<file path="src/design/sample_buffer_cache_assert.svh">
// assertion macros for the sample buffer cache
`ifndef SAMPLE_BUFFER_CACHE_ASSERT_SVH
`define SAMPLE_BUFFER_CACHE_ASSERT_SVH
// implication checked on every clock edge outside reset
`define SBC_ASSERT_IMP(label, clk, rst_n, ante, cons, msg) \
    label: assert property (@(posedge clk) disable iff (!rst_n) (ante) |-> (cons)) \
        else $error(msg);
// implication with the consequent checked in the next cycle
`define SBC_ASSERT_NEXT(label, clk, rst_n, ante, cons, msg) \
    label: assert property (@(posedge clk) disable iff (!rst_n) (ante) |=> (cons)) \
        else $error(msg);
`endif

</file>
<file path="src/design/sbc_pkg.sv">
// shared types and constants of the sample buffer cache
`default_nettype none
package sbc_pkg;
    localparam logic [1:0] OUT_HIT    = 2'd0;
    localparam logic [1:0] OUT_MISS   = 2'd1;
    localparam logic [1:0] OUT_BYPASS = 2'd2;
    localparam logic [1:0] OUT_TICK   = 2'd3;

    localparam logic [0:0] CFG_RAM_PLAYBACK = 1'd0;
    localparam logic [0:0] CFG_BUFFER_SIZE  = 1'd1;

    localparam logic [29:0] FRESH_AGE = 30'h20000001;
    localparam logic [31:0] DISK_MARK = 32'hff000000;
    localparam logic [31:0] DISK_LOW  = 32'h00ffffff;
    localparam logic [31:0] DISK_BASE = 32'h00140000;
    localparam logic [31:0] EMPTY_TAG = 32'hffffffff;

    // classified command passed from front to back
    typedef struct packed {
        logic        tick;
        logic        bypass;
        logic [31:0] addr;
        logic [31:0] req_end;
        logic [31:0] rebased;
    } cmd_t;

    function automatic logic [31:0] rebase(input logic [31:0] a);
        logic [31:0] r;
        if ((a & DISK_MARK) == DISK_MARK)
            r = (a & DISK_LOW) + DISK_BASE;
        else
            r = a;
        return r;
    endfunction
endpackage
`default_nettype wire

</file>
<file path="src/design/sbc_front.sv">
// front end: accepts commands, classifies them and queues them
`default_nettype none
module sbc_front (
    input  wire logic          clk,
    input  wire logic          rst_n,
    input  wire logic          start,
    input  wire logic          mode,
    input  wire logic [31:0]   req_addr,
    input  wire logic [15:0]   req_length,
    input  wire logic          ram_playback,
    input  wire logic          pop,
    output logic               busy,
    output logic               cmd_valid,
    output sbc_pkg::cmd_t      cmd
);
    // two-entry queue
    sbc_pkg::cmd_t q_reg [2];
    sbc_pkg::cmd_t q_next0, q_next1, incoming;
    logic [1:0] cnt_reg, cnt_next;
    logic push;

    assign busy = (cnt_reg == 2'd2);
    assign push = start && !busy;
    assign cmd_valid = (cnt_reg != 2'd0);
    assign cmd = q_reg[0];

    always_comb
    begin
        incoming.tick    = mode;
        incoming.bypass  = ram_playback;
        incoming.addr    = req_addr;
        incoming.req_end = req_addr + {16'd0, req_length};
        incoming.rebased = sbc_pkg::rebase(req_addr);
        q_next0 = q_reg[0];
        q_next1 = q_reg[1];
        cnt_next = cnt_reg;
        if (pop && cmd_valid)
        begin
            q_next0 = q_reg[1];
            cnt_next = cnt_next - 2'd1;
        end
        if (push)
        begin
            if (cnt_next == 2'd0)
                q_next0 = incoming;
            else
                q_next1 = incoming;
            cnt_next = cnt_next + 2'd1;
        end
    end

    always_ff @(posedge clk or negedge rst_n)
    begin
        if (!rst_n)
            cnt_reg <= 2'd0;
        else
            cnt_reg <= cnt_next;
    end

    always_ff @(posedge clk)
    begin
        q_reg[0] <= q_next0;
        q_reg[1] <= q_next1;
    end
endmodule
`default_nettype wire

</file>
<file path="src/design/sbc_back.sv">
// back end: list scan, victim search and list update, one position per cycle
`default_nettype none
module sbc_back #(
    parameter int NUM_BUFFERS = 8
) (
    input  wire logic          clk,
    input  wire logic          rst_n,
    input  wire logic          cmd_valid,
    input  wire sbc_pkg::cmd_t cmd,
    input  wire logic [16:0]   buffer_size,
    output logic               pop,
    output logic               done,
    output logic [1:0]         outcome,
    output logic [2:0]         buffer_index,
    output logic [31:0]        byte_offset,
    output logic [31:0]        fill_addr,
    output logic [31:0]        direct_addr
);
    localparam int IW = (NUM_BUFFERS > 1) ? $clog2(NUM_BUFFERS) : 1;
    localparam int CW = $clog2(NUM_BUFFERS + 1);
    localparam logic [CW-1:0] FULL = CW'(NUM_BUFFERS);

    typedef enum logic [2:0] {S_IDLE, S_SCAN, S_VICT, S_SHIFT, S_DONE} state_t;

    state_t state_reg;
    logic [31:0]   tag_reg  [NUM_BUFFERS];
    logic [29:0]   age_reg  [NUM_BUFFERS];
    logic [IW-1:0] rank_reg [NUM_BUFFERS];
    logic [CW-1:0] used_reg;
    logic [CW-1:0] pos_reg, ins_reg, vpos_reg;
    logic [IW-1:0] buf_reg;
    logic [29:0]   vage_reg;
    logic [1:0]    outcome_reg;
    logic [2:0]    index_reg;
    logic [31:0]   offset_reg, fill_reg, direct_reg;
    logic          done_reg;

    logic [IW-1:0] cur_buf;
    logic [31:0]   cur_tag, win_end;
    logic [29:0]   cur_age;

    assign cur_buf = rank_reg[pos_reg[IW-1:0]];
    assign cur_tag = tag_reg[cur_buf];
    assign cur_age = age_reg[cur_buf];
    assign win_end = cur_tag + {15'd0, buffer_size};
    assign pop = (state_reg == S_DONE);

    assign done         = done_reg;
    assign outcome      = outcome_reg;
    assign buffer_index = index_reg;
    assign byte_offset  = offset_reg;
    assign fill_addr    = fill_reg;
    assign direct_addr  = direct_reg;

    always_ff @(posedge clk or negedge rst_n)
    begin
        if (!rst_n)
        begin
            state_reg <= S_IDLE;
            used_reg  <= '0;
            done_reg  <= 1'b0;
            for (int k = 0; k < NUM_BUFFERS; k++)
            begin
                tag_reg[k] <= sbc_pkg::EMPTY_TAG;
                age_reg[k] <= '0;
            end
        end
        else
        begin
            done_reg <= 1'b0;
            unique case (state_reg)
                S_IDLE:
                begin
                    if (cmd_valid)
                    begin
                        outcome_reg <= sbc_pkg::OUT_HIT;
                        index_reg   <= '0;
                        offset_reg  <= '0;
                        fill_reg    <= '0;
                        direct_reg  <= '0;
                        pos_reg     <= '0;
                        ins_reg     <= '0;
                        if (cmd.tick)
                        begin
                            for (int k = 0; k < NUM_BUFFERS; k++)
                                if (age_reg[k] != '0)
                                    age_reg[k] <= age_reg[k] - 30'd1;
                            outcome_reg <= sbc_pkg::OUT_TICK;
                            done_reg    <= 1'b1;
                            state_reg   <= S_DONE;
                        end
                        else if (cmd.bypass)
                        begin
                            outcome_reg <= sbc_pkg::OUT_BYPASS;
                            direct_reg  <= cmd.addr;
                            done_reg    <= 1'b1;
                            state_reg   <= S_DONE;
                        end
                        else
                            state_reg <= S_SCAN;
                    end
                end
                S_SCAN:
                begin
                    if (pos_reg >= used_reg || cmd.addr < cur_tag)
                    begin
                        // miss
                        if (used_reg < FULL)
                        begin
                            buf_reg   <= used_reg[IW-1:0];
                            used_reg  <= used_reg + 1'b1;
                            pos_reg   <= used_reg;
                            state_reg <= S_SHIFT;
                        end
                        else
                        begin
                            pos_reg   <= CW'(1);
                            vpos_reg  <= '0;
                            vage_reg  <= age_reg[rank_reg[0]];
                            buf_reg   <= rank_reg[0];
                            state_reg <= S_VICT;
                        end
                    end
                    else if (cmd.req_end <= win_end)
                    begin
                        age_reg[cur_buf] <= sbc_pkg::FRESH_AGE;
                        outcome_reg <= sbc_pkg::OUT_HIT;
                        index_reg   <= 3'(cur_buf);
                        offset_reg  <= cmd.rebased - cur_tag;
                        done_reg    <= 1'b1;
                        state_reg   <= S_DONE;
                    end
                    else
                    begin
                        ins_reg <= pos_reg + 1'b1;
                        pos_reg <= pos_reg + 1'b1;
                    end
                end
                S_VICT:
                begin
                    if (pos_reg >= FULL)
                    begin
                        // remove victim position by shifting the tail down
                        for (int k = 0; k < NUM_BUFFERS - 1; k++)
                            if (CW'(k) >= vpos_reg)
                                rank_reg[k] <= rank_reg[k + 1];
                        if (vpos_reg < ins_reg)
                            ins_reg <= ins_reg - 1'b1;
                        pos_reg   <= FULL - 1'b1;
                        state_reg <= S_SHIFT;
                    end
                    else
                    begin
                        if (vage_reg > cur_age)
                        begin
                            vage_reg <= cur_age;
                            vpos_reg <= pos_reg;
                            buf_reg  <= cur_buf;
                        end
                        pos_reg <= pos_reg + 1'b1;
                    end
                end
                S_SHIFT:
                begin
                    // pos_reg walks down from used-1 to ins
                    if (pos_reg > ins_reg)
                    begin
                        rank_reg[pos_reg[IW-1:0]] <= rank_reg[pos_reg[IW-1:0] - 1'b1];
                        pos_reg <= pos_reg - 1'b1;
                    end
                    else
                    begin
                        rank_reg[ins_reg[IW-1:0]] <= buf_reg;
                        tag_reg[buf_reg] <= {cmd.addr[31:1], 1'b0};
                        age_reg[buf_reg] <= sbc_pkg::FRESH_AGE;
                        outcome_reg <= sbc_pkg::OUT_MISS;
                        index_reg   <= 3'(buf_reg);
                        offset_reg  <= cmd.rebased - {cmd.addr[31:1], 1'b0};
                        fill_reg    <= {cmd.addr[31:1], 1'b0};
                        done_reg    <= 1'b1;
                        state_reg   <= S_DONE;
                    end
                end
                S_DONE:
                    state_reg <= S_IDLE;
                default:
                    state_reg <= S_IDLE;
            endcase
        end
    end
endmodule
`default_nettype wire

</file>
<file path="src/design/sample_buffer_cache.sv">
// top level of the sample buffer cache
// usage:
//   commands enter on start/mode/req_addr/req_length, taken when start is high
//   and busy is low; a front stage classifies each transaction and queues up
//   to two of them, the back stage executes them one at a time
//   each transaction yields one result, shown for one cycle while done is high
//   ticks and bypass requests finish from the idle state without a list scan
//   hits scan the sorted list up to the matching position; misses also shift
//   the list down from the insertion point and, when full, search every buffer
//   for the victim; these steps in the back stage set the rate
//   configuration writes use cfg_valid/cfg_ready/cfg_index/cfg_data and are
//   always ready; write them only while the block is idle
//   reset empties the list, clears ages, ram_playback=0, buffer_size=1024
//   the receiver cannot stall: results are never held
`default_nettype none
module sample_buffer_cache #(
    parameter int NUM_BUFFERS = 8
) (
    input  wire logic        clk,
    input  wire logic        rst_n,
    input  wire logic        start,
    output logic             busy,
    input  wire logic        mode,
    input  wire logic [31:0] req_addr,
    input  wire logic [15:0] req_length,
    output logic             done,
    output logic [1:0]       outcome,
    output logic [2:0]       buffer_index,
    output logic [31:0]      byte_offset,
    output logic [31:0]      fill_addr,
    output logic [31:0]      direct_addr,
    input  wire logic        cfg_valid,
    output logic             cfg_ready,
    input  wire logic [0:0]  cfg_index,
    input  wire logic [16:0] cfg_data
);
`include "sample_buffer_cache_assert.svh"

    logic          ram_playback_reg;
    logic [16:0]   buffer_size_reg;
    logic          cmd_valid, pop;
    sbc_pkg::cmd_t cmd;

    assign cfg_ready = 1'b1;

    // configuration registers
    always_ff @(posedge clk or negedge rst_n)
    begin
        if (!rst_n)
        begin
            ram_playback_reg <= 1'b0;
            buffer_size_reg  <= 17'd1024;
        end
        else if (cfg_valid)
        begin
            unique case (cfg_index)
                sbc_pkg::CFG_RAM_PLAYBACK: ram_playback_reg <= cfg_data[0];
                sbc_pkg::CFG_BUFFER_SIZE:  buffer_size_reg  <= cfg_data;
                default: ;
            endcase
        end
    end

    // front: accept and classify
    sbc_front u_front (
        .clk          (clk),
        .rst_n        (rst_n),
        .start        (start),
        .mode         (mode),
        .req_addr     (req_addr),
        .req_length   (req_length),
        .ram_playback (ram_playback_reg),
        .pop          (pop),
        .busy         (busy),
        .cmd_valid    (cmd_valid),
        .cmd          (cmd)
    );

    // back: lookup, eviction and list upkeep
    sbc_back #(.NUM_BUFFERS(NUM_BUFFERS)) u_back (
        .clk          (clk),
        .rst_n        (rst_n),
        .cmd_valid    (cmd_valid),
        .cmd          (cmd),
        .buffer_size  (buffer_size_reg),
        .pop          (pop),
        .done         (done),
        .outcome      (outcome),
        .buffer_index (buffer_index),
        .byte_offset  (byte_offset),
        .fill_addr    (fill_addr),
        .direct_addr  (direct_addr)
    );

    // a result strobe retires the head of the queue at the same edge
    `SBC_ASSERT_IMP(a_done_pops, clk, rst_n, done, pop, "result without retire")
    // the result strobe lasts a single cycle
    `SBC_ASSERT_NEXT(a_done_pulse, clk, rst_n, done, !done, "result strobe too long")
    // a hit never reports a fill address
    `SBC_ASSERT_IMP(a_hit_no_fill, clk, rst_n, done && outcome == sbc_pkg::OUT_HIT,
        fill_addr == 32'd0, "fill address on a hit")
    // results appear only for queued work
    `SBC_ASSERT_IMP(a_done_valid, clk, rst_n, done, cmd_valid, "result with empty queue")
endmodule
`default_nettype wire
</file>
<file path="config.mk">
export PLATFORM = sky130hd
export DESIGN_NAME = sample_buffer_cache
export DESIGN_NICKNAME = d
export VERILOG_FILES = /design/src/design/sbc_pkg.sv /design/src/design/sbc_front.sv /design/src/design/sbc_back.sv /design/src/design/sample_buffer_cache.sv
export VERILOG_INCLUDE_DIRS = /design/src /design/src/design
export SDC_FILE = /design/constraint.sdc
export NUM_CORES = 2
export LEC_CHECK = 0
export BUFFER_PORTS_ARGS = -buffer_cell sky130_fd_sc_hd__buf_2
export CAP_MARGIN = 10
export CELL_PAD_IN_SITES_DETAIL_PLACEMENT = 0
export CELL_PAD_IN_SITES_GLOBAL_PLACEMENT = 1
export CORE_MARGIN = 1.5
export CORE_UTILIZATION = 45
export DETAILED_ROUTE_END_ITERATION = 8
export PLACE_DENSITY = 0.9
export SKIP_LAST_GASP = 1
export SLEW_MARGIN = 30
export SYNTH_ARGS = -nofsm -noshare
export SYNTH_HDL_FRONTEND = slang
export SYNTH_SLANG_ARGS = --single-unit
</file>
<file path="constraint.sdc">
create_clock -name clk -period 8.3 [get_ports clk]
set_input_delay 0.415 -clock clk [delete_from_list [all_inputs] [get_ports clk]]
set_output_delay 0.415 -clock clk [all_outputs]
set_load 0.01 [all_outputs]
</file>
==> flow_summary.ini <==
[sta]
fin_crit_sh_pct = 95.7
max_slew.worst_pin.slew_ns = 1.04
max_freq_mhz = 126
whs_ns = 0.0234
finClkSkew_ns = 0.0726
grt_setup_unrepaired = false
slew_viol_final = 0
hold_viol_final = 0
setup_viol = 0
tns_ns = 0
period_needed_ns = 7.94
maxSlewHeadroom_pct = 28.8

[detailed_routing]
vias_per_cell = 6.31
via_count = 44800
wl_per_cell_um = 24.5
drtIter0Drc = 4818
routed_wl_um = 174000
firstDrtPassIters = 8
drc_errors = 0
drt.antenna.violating_nets = 0

[clock_tree]
cts_setup_buffers = 0
cts_num_sinks = 874
cts_tree = done
htree_num_levels = 3
cts_buffers = 98
cts-root-buf = clkbuf_16
clk_path_buf_depth = 3
clk_latency_ns = 0.74
path_clk_slew_ns = 0.06

[worst_setup_path]
critical_path_arrival_ns = 8.49
rrSetupSlack_ns = 0.36
slowest_delay_ns = 0.59
r2r_end = u_back.age_reg[14]
cp-start-kind = flop
path_class = flop to flop
r2r_cells = 33
critical_path.slowest_cell = or4_1
cp_max_fo = 25
worstPathRequired_ns = 8.84
cp-end-kind = flop

[yosys]
yosysTopAreaCellShare_pct = 14.8
synthCells = 5391
ys_seq_area_share_pct = 45.3
postSynthAreaPerCell_um2 = 9.39
synthTopCellsByCount = nand2_1 (730), nor2_1 (583), a21oi_1 (376), o21ai_0 (358), dfrtp_1 (267)
syn_nets = 5681
ys_seq_elements = 874
synth_most_common_cell = nand2_1
synthArstFlopShare_pct = 60.0
yosysWarningCount = 0
synth-edff-count = 249
synth_top_area_cell = edfxtp_1
synthFlopType = dfrtp_1
synth_area_um2 = 50600
synth_area_leaders = edfxtp_1 (15%), dfstp_2 (13%), dfrtp_1 (13%)
synth_cell_types = 103

[cells_and_area]
final_nets = 5815
final_cells = 7100
final_design_area_no_fill_um2 = 57500
drive_gt1_share_pct = 18.8
area_delta_synth_final_pct = 13.6
fillers = 10000
largest_register_ffs = 256
multi_input_area_um2 = 26100
seq_area_um2 = 22900

[die]
ios = 175
rows = 122
die_area_um2 = 115000
initial_core_util_pct = 45.6
die_w_um = 338
dieHeight_um = 338
placeableCoreArea_um2 = 111000

[global_route]
grt_pass1_wl_um = 264000
antenna_found_initial = 3
gr-usage-all-layers_pct = 29.7
first_global_vias = 42800
grt_max_degree = 182
grt-ovfl-total = 0

[placed_design]
hpwl_um = 123000
gp_congestion = 0.968
placed_area_um2 = 53300
io_buffers = 172
placedCellCount = 6863

[outcome]
outcome = completed

[worst_hold_path]
min_to = u_front.q_reg[0][181]
hp-start = req_addr[19]
hp-class = input pin to flop
hold_depth = 1

[job]
cap_violations = 0
## routing by layer
layer / GRT usage (%) / vias up / wire [um]
li1: - / 20000 / -
met1: 39.2 / 21900 / 69400
met2: 45.8 / 2380 / 77700
met3: 6.82 / 528 / 17100
met4: 14.6 / 4 / 9680
met5: 0 / - / 57
## cells in the final DEF, fill, tap and decap left out, types with 38 or more instances in the layout
cell type	n
a211oi_1	52
a21o_1	81
a21oi_1	373
a31oi_1	224
and2_1	52
buf_2	171
buf_4	107
clkbuf_16	101
dfrtp_1	266
dfstp_2	257
dfxtp_1	99
dlygate4sd3_1	49
edfxtp_1	249
ha_1	215
inv_1	137
mux2_2	152
mux2i_1	55
mux4_2	69
nand2_1	720
nand2b_1	55
nand3_1	76
nor2_1	576
nor2b_1	65
nor3_1	104
o21a_1	38
o21ai_0	357
o22ai_1	111
or3_1	66
xnor2_1	70
xor2_1	51
## through the flow
step	worst slack [ns]	util, %
6_report	0.357	51.7
5_1_grt	0.0245	51.7
4_1_cts	0.136	51.6
3_5_place_dp	-0.111	48.0
3_3_place_gp	-0.0209	47.9
2_1_floorplan	0.00794	-
## layout make-up
type	count	area share (%)
Clock inverter	43	1.13
Timing Repair Buffer	347	4.37
Sequential cell	874	39.9
Tap cell	1488	3.24
Inverter	137	0.895
Antenna cell	2	0.00871
Multi-Input combinational cell	4067	45.4
Clock buffer	142	5.02
## cells by family (layout without fill, tap and decap cells)
family | after synthesis | in the layout | share of synthesized area (%)
adder cells (fa/ha/maj) | 219 | 219 | 5.47
multiplexers | 280 | 280 | 7.65
other | 2 | 4 | 0.0148
buffers and inverters | 450 | 669 | 3.58
AO/OA/AOI/OAI | 1484 | 1484 | 18.1
flip-flops | 874 | 874 | 45.3
XOR/XNOR | 121 | 121 | 2.09
AND/OR/NAND/NOR | 1961 | 1961 | 17.8
## worst max path at each step
stage,start,end,cells after the start
floorplan,u_back.rank_reg[0][2],u_back.age_reg[2],33
global placement,flop,u_back.age_reg[148],28
detailed placement,flop,u_back.age_reg[14],29
CTS,flop,u_back.age_reg[14],33
global route,flop,u_back.age_reg[2],32
finish,flop,u_back.age_reg[14],33
## worst max-delay path: cells and delay by family (launching register included)
kind                       cells  cell delay (ns)
xor gates and xnor gates       1             0.16
buffers and inverters          6             1.34
adders and majority gates      2             0.66
AOI/OAI and AO/OA              8             1.56
muxes                          2             0.78
DFF                            1             0.44
and+or+nand+nor               14             2.78
## timing repair
item	CTS	global route
endpoints found under the hold margin	167	0
gates resized for setup	5	12
setup endpoints to repair	158	278
hold buffers	49	0
Power is left out: the tool's default activity adds up to more than one toggle a clock period on the data nets, which glitch-free logic cannot reach.
